$ cat src/rtl/pli_pkg.sv
// Shared types and constants for the piecewise-linear table interpolator.
package pli_pkg;

  localparam int unsigned MAX_POINTS_DEF = 64;
  localparam int unsigned COUNT_W        = 7;
  localparam int unsigned INDEX_W        = 6;
  localparam int unsigned DATA_W         = 32;
  localparam int unsigned DIV_STEPS      = 32;
  localparam logic [COUNT_W-1:0] COUNT_RST = 7'd2;

  // opcode codes
  localparam logic OP_LOAD  = 1'b0;
  localparam logic OP_QUERY = 1'b1;

  // status codes
  localparam logic ST_GOOD  = 1'b0;
  localparam logic ST_RANGE = 1'b1;

  // controller -> datapath
  typedef struct packed {
    logic wr_en;
    logic cap_query;
    logic cap_first;
    logic cap_last;
    logic step_prev;
    logic cap_cur;
    logic prep;
    logic mul;
    logic div_step;
    logic add;
    logic fix;
    logic set_oor;
    logic set_first;
    logic set_last;
    logic out_load;
  } pli_cmd_t;

  // datapath -> controller
  typedef struct packed {
    logic oor;
    logic eq_first;
    logic eq_last;
    logic cur_lt;
  } pli_sts_t;

endpackage

$ cat src/rtl/pli_ctrl.sv
// Controller: query sequencer, point count register and output valid.
module pli_ctrl #(
  parameter int unsigned MAX_POINTS = pli_pkg::MAX_POINTS_DEF
) (
  input  logic                          clk_i,
  input  logic                          rst_ni,
  input  logic                          cfg_we_i,
  input  logic [pli_pkg::COUNT_W-1:0]   cfg_wdata_i,
  input  logic                          in_valid_i,
  input  logic                          in_opcode_i,
  output logic                          in_ready_o,
  input  logic                          out_ready_i,
  output logic                          out_valid_o,
  input  pli_pkg::pli_sts_t             sts_i,
  output pli_pkg::pli_cmd_t             cmd_o,
  output logic [$clog2(MAX_POINTS)-1:0] rd_addr_o
);
  import pli_pkg::*;

  localparam int unsigned AW  = $clog2(MAX_POINTS);
  localparam int unsigned DCW = $clog2(DIV_STEPS);

  typedef enum logic [3:0] {
    S_IDLE, S_RD_FIRST, S_RD_LAST, S_CHECK, S_SEARCH,
    S_PREP, S_MUL, S_DIV, S_ADD, S_FIX, S_OUT
  } state_e;

  state_e             state_q, state_d;
  logic [AW-1:0]      i_q, i_d;
  logic [DCW-1:0]     div_cnt_q, div_cnt_d;
  logic [COUNT_W-1:0] count_q, count_d;
  logic               out_valid_q, out_valid_d;

  logic [31:0]   cnt_ext, last_full;
  logic [AW-1:0] last_idx;

  // point count clamped to [2, MAX_POINTS], as the last index in use
  always_comb begin
    cnt_ext = 32'(count_q);
    if (cnt_ext < 32'd2) begin
      last_full = 32'd1;
    end else if (cnt_ext > MAX_POINTS) begin
      last_full = 32'(MAX_POINTS - 1);
    end else begin
      last_full = cnt_ext - 32'd1;
    end
    last_idx = last_full[AW-1:0];
  end

  always_comb begin
    state_d     = state_q;
    i_d         = i_q;
    div_cnt_d   = div_cnt_q;
    count_d     = cfg_we_i ? cfg_wdata_i : count_q;
    out_valid_d = out_valid_q && !out_ready_i;
    cmd_o       = '0;
    rd_addr_o   = i_q;
    in_ready_o  = 1'b0;
    unique case (state_q)
      S_IDLE: begin
        in_ready_o = 1'b1;
        rd_addr_o  = '0;
        if (in_valid_i) begin
          if (in_opcode_i == OP_QUERY) begin
            cmd_o.cap_query = 1'b1;
            state_d         = S_RD_FIRST;
          end else begin
            cmd_o.wr_en = 1'b1;
          end
        end
      end
      S_RD_FIRST: begin
        cmd_o.cap_first = 1'b1;
        rd_addr_o       = last_idx;
        state_d         = S_RD_LAST;
      end
      S_RD_LAST: begin
        cmd_o.cap_last = 1'b1;
        rd_addr_o      = AW'(1);
        i_d            = AW'(1);
        state_d        = S_CHECK;
      end
      S_CHECK: begin
        if (sts_i.oor) begin
          cmd_o.set_oor = 1'b1;
          state_d       = S_OUT;
        end else if (sts_i.eq_first) begin
          cmd_o.set_first = 1'b1;
          state_d         = S_OUT;
        end else if (sts_i.eq_last) begin
          cmd_o.set_last = 1'b1;
          state_d        = S_OUT;
        end else begin
          state_d = S_SEARCH;
        end
      end
      S_SEARCH: begin
        if (i_q < last_idx && sts_i.cur_lt) begin
          cmd_o.step_prev = 1'b1;
          i_d             = i_q + AW'(1);
          rd_addr_o       = i_q + AW'(1);
        end else begin
          cmd_o.cap_cur = 1'b1;
          state_d       = S_PREP;
        end
      end
      S_PREP: begin
        cmd_o.prep = 1'b1;
        state_d    = S_MUL;
      end
      S_MUL: begin
        cmd_o.mul = 1'b1;
        div_cnt_d = '0;
        state_d   = S_DIV;
      end
      S_DIV: begin
        cmd_o.div_step = 1'b1;
        div_cnt_d      = div_cnt_q + DCW'(1);
        if (div_cnt_q == DCW'(DIV_STEPS - 1)) begin
          state_d = S_ADD;
        end
      end
      S_ADD: begin
        cmd_o.add = 1'b1;
        state_d   = S_FIX;
      end
      S_FIX: begin
        cmd_o.fix = 1'b1;
        state_d   = S_OUT;
      end
      S_OUT: begin
        if (!out_valid_q || out_ready_i) begin
          cmd_o.out_load = 1'b1;
          out_valid_d    = 1'b1;
          state_d        = S_IDLE;
        end
      end
      default: begin
        state_d = S_IDLE;
      end
    endcase
  end

  always_ff @(posedge clk_i or negedge rst_ni) begin
    if (!rst_ni) begin
      state_q     <= S_IDLE;
      i_q         <= '0;
      div_cnt_q   <= '0;
      count_q     <= COUNT_RST;
      out_valid_q <= 1'b0;
    end else begin
      state_q     <= state_d;
      i_q         <= i_d;
      div_cnt_q   <= div_cnt_d;
      count_q     <= count_d;
      out_valid_q <= out_valid_d;
    end
  end

  assign out_valid_o = out_valid_q;

endmodule

$ cat config.mk
export PLATFORM = sky130hd
export DESIGN_NAME = pli_ctrl
export DESIGN_NICKNAME = d
export VERILOG_FILES = /design/src/rtl/pli_pkg.sv /design/src/rtl/pli_ctrl.sv
export SDC_FILE = /design/constraint.sdc
export NUM_CORES = 1
export LEC_CHECK = 0
export ABC_AREA = 1
export BUFFER_PORTS_ARGS = -buffer_cell sky130_fd_sc_hd__buf_4
export CORE_UTILIZATION = 58
export DETAILED_ROUTE_END_ITERATION = 7
export HOLD_SLACK_MARGIN = 0.05
export PLACE_DENSITY = 0.95
export SYNTH_ARGS = -nofsm -noshare
export SYNTH_HDL_FRONTEND = slang
export SYNTH_SLANG_ARGS = --single-unit
$ cat constraint.sdc
create_clock -name clk_i -period 4.04 [get_ports clk_i]
set_input_delay 0.202 -clock clk_i [delete_from_list [all_inputs] [get_ports clk_i]]
set_output_delay 0.202 -clock clk_i [all_outputs]
set_load 0.03 [all_outputs]
==> flow_summary_export.csv <==
group,metric,value,unit
placed_design,portBuffers,39,
drt,routed_wl,3920,um
final_layout,fillCellCount,225,
final_layout,syn_to_final_growth,20.8,%
critical_path,critPathSlowestCell,"dfstp_2",
critical_path,cp_slowest_stage_delay,0.56,ns
drt,ant_nets,0,
synth,ys_seq_elements,23,
critical_path,ff2ff_setup_slack,1.52,ns
run_status,violations,"DRC",
worst_hold_path,min-delay-start,"cfg_wdata_i[3]",
floorplanning,start_util,62.6,%
sta,finalClockSkew,0.00203,ns
power_and_ir_drop,p_per_area,572,nW/um^2
power_and_ir_drop,power_leakage,1.19,nW
critical_path,reg2reg_to,"state_q[2]$_DFFE_PN0P_",
sta,whs,0.0747,ns
sta,fmax,0.332,GHz
run_status,status,"finished, violations left",
placed_design,routabilityCongestion,0.862,
drt,drc_errors,3,
critical_path,crit_buf_inv,2,
floorplanning,core_area,2830,um^2
sta,finalHoldViolations,0,
placed_design,place_area,2100,um^2
critical_path,crit_chain,"inv_1 -> ha_1 -> or2_2 -> nand3_1 -> nand2_1 -> ha_1 -> nand2_1 -> nor2_1 -> nand2_4 -> nand2_4 -> nand2_1 -> nand3_1 -> nand3_1 -> buf_4",
sta,fin_tns_setup,0,ns
floorplanning,die_area,3280,um^2
final_layout,fin_area,2140,um^2
global_routing,grt_util_met3,3.40,%
drt,drtIter0Drc,85,
clock_network,cts_tree,"built",
final_layout,final_common_cell,"nand2_1",
clock_network,h-tree-depth,1,
placed_design,post-place-cells,314,
clock_network,cts_buffers,3,
final_layout,fin_nets,315,
sta,rsz0062_at_grt,"no",
critical_path,crit_family,"simple AND/OR/NAND/NOR gates",
final_layout,antenna-diode-count,0,
clock_network,cts_resized,0,
synth,synth-edff-count,0,
critical_path,worstSetupPathType,"register to output pin",
synth,yosysSeqAreaShare,32.6,%
drt,vias,1752,
critical_path,crit_path_end_kind,"output pin",
final_layout,utilization,75.6,%
sta,worst_slew_pin_slew,0.501,ns
clock_network,cts_setup_buffers,0,
sta,slew_headroom,66.4,%
final_layout,drive_above_1_share,25.3,%
synth,avgSynthCellArea,7.23,um^2
final_layout,final_cell_mix,"nand2_1 (54), buf_4 (39), inv_1 (37)",
worst_hold_path,whs_path_depth,3,
job,drv_cap,0,
synth,ys_async_sr_fraction,100,%
global_routing,grt.overflow.total,0,
clock_network,root_buffer,"clkbuf_4",
clock_network,clk_pin_slew,0.13,ns
critical_path,worst_setup_path_start_kind,"register",
drt,drt_pass1_iterations,6,
sta,period_share,74.6,%
synth,synth.area.top_cells,"dfrtp_1 (31%), nand2_1 (11%), nand3_1 (8.2%), inv_1 (7.8%), ha_1 (6.4%)",
critical_path,crit_required,3.84,ns
global_routing,grt_antenna_before_repair,0,
power_and_ir_drop,ir_drop,0.362,mV
synth,synth_nets,271,
drt,vias_per_cell,5.49,
synth,yosysWarnings,0,
global_routing,grt_pass1_wl,6640,um
clock_network,cts_sinks,23,
synth,synth_cell_types,35,
sta,slew_violations,0,
global_routing,grt_use_total,25.6,%
critical_path,reg2reg_depth,16,
global_routing,grt_max_degree,24,
clock_network,clock_latency,0.32,ns
synth,synthCells,245,
worst_hold_path,min_to,"count_q[3]$_DFFE_PN0P_",
global_routing,grtUsageMet2,46.6,%
critical_path,arrival,2.81,ns
sta,layout_min_cycle_time,3.01,ns
synth,synth_top_cell_area_share,31.1,%
synth,synthFlopType,"dfrtp_1",
global_routing,grt_most_used_layer,"met2",
critical_path,crit_fanout,7,
worst_hold_path,worstHoldPathType,"input pin to register",
clock_network,clock_path_buffers,2,
synth,yosysTopAreaCell,"dfrtp_1",
synth,synth_area,1770,um^2
floorplanning,dieWidth,57.3,um
final_layout,fin_cells,319,
floorplanning,dieHeight,57.3,um
floorplanning,rows,19,
global_routing,grt_pass1_vias,1591,
placed_design,post-dp-hpwl,3170,um
critical_path,rr_startpoint,"count_q[2]$_DFFE_PN0P_",
floorplanning,ios,40,
sta,setup_viol,0,
global_routing,globalRouteMet1Util,31.8,%
drt,wire_per_inst,12.3,um
==> stage by stage <==
step                total power [mW]  setup WS (ns)
floorplan                      0.879           1.52
global placement                1.09           1.45
detailed placement              1.11           1.40
CTS                             1.23           1.01
global route                    1.31          0.813
finish                          1.22           1.03
==> cell families after synthesis <==
family / Yosys count / share of synthesized area, %
AO/OA/AOI/OAI: 30 / 12.2
adder cells (fa/ha/maj): 9 / 6.36
buffers and inverters: 43 / 9.12
flip-flops: 23 / 32.6
XOR/XNOR: 4 / 1.98
AND/OR/NAND/NOR: 136 / 37.8
==> area by class of cell <==
class                           count  area, um^2  area share, %
Clock buffer                        3        22.5           1.05
Timing Repair Buffer               40         303           14.2
Multi-Input combinational cell    179        1030           48.3
Inverter                           42         158           7.37
Sequential cell                    23         577           27.0
Tap cell                           31        38.8           1.81
Clock inverter                      1        7.51          0.351
==> how the worst max path moves through the flow <==
stage,startpoint,to,slack [ns],cells past startpoint
after floorplan,count_q[1]$_DFFE_PN1P_,rd_addr_o[1],1.52,13
after global placement,count_q[1]$_DFFE_PN1P_,rd_addr_o[1],1.45,14
after detailed placement,count_q[1]$_DFFE_PN1P_,rd_addr_o[1],1.40,14
after CTS,count_q[1]$_DFFE_PN1P_,rd_addr_o[1],1.01,14
after global routing,count_q[1]$_DFFE_PN1P_,rd_addr_o[3],0.81,14
final,count_q[1]$_DFFE_PN1P_,rd_addr_o[4],1.03,14
==> state kept, by name, summed over array words and instances, names as in the netlist <==
| register | count |
|---|---|
| count_q | 7 |
| div_cnt_q | 5 |
| i_q | 6 |
| out_valid_o | 1 |
| state_q | 4 |
==> tightest hold or removal path: stages <==
cell and delay [ns]:
buf_4 0.07, nand2_1 0.04, o21ai_0 0.05
==> report_power, final <==
| group | switching (mW) | total [mW] | internal [mW] |
|---|---|---|---|
| combinational | 0.504 | 0.769 | 0.266 |
| clock | 0.0751 | 0.113 | 0.0379 |
| sequential | 0.0596 | 0.341 | 0.281 |
==> routing by layer <==
| layer | vias up | wire length (um) |
|---|---|---|
| met5 | - | 0 |
| met4 | 0 | 31 |
| met3 | 5 | 223 |
| met2 | 58 | 2000 |
| met1 | 810 | 1670 |
| li1 | 879 | - |
==> synthesized netlist by cell type, types with 3 or more instances <==
| master | n |
|---|---|
| a21oi_1 | 3 |
| dfrtp_1 | 22 |
| ha_1 | 9 |
| inv_1 | 37 |
| inv_2 | 5 |
| nand2_1 | 54 |
| nand2_2 | 5 |
| nand2_4 | 4 |
| nand3_1 | 29 |
| nor2_1 | 26 |
| nor2_2 | 3 |
| nor3_1 | 3 |
| o21ai_0 | 13 |
| xor2_1 | 4 |
==> timing repair <==
action,4_1_cts,5_1_grt
hold buffers,1,0
setup endpoints to repair,0,0
hold endpoints to repair,23,0
Power figures use the tool's default switching activity.
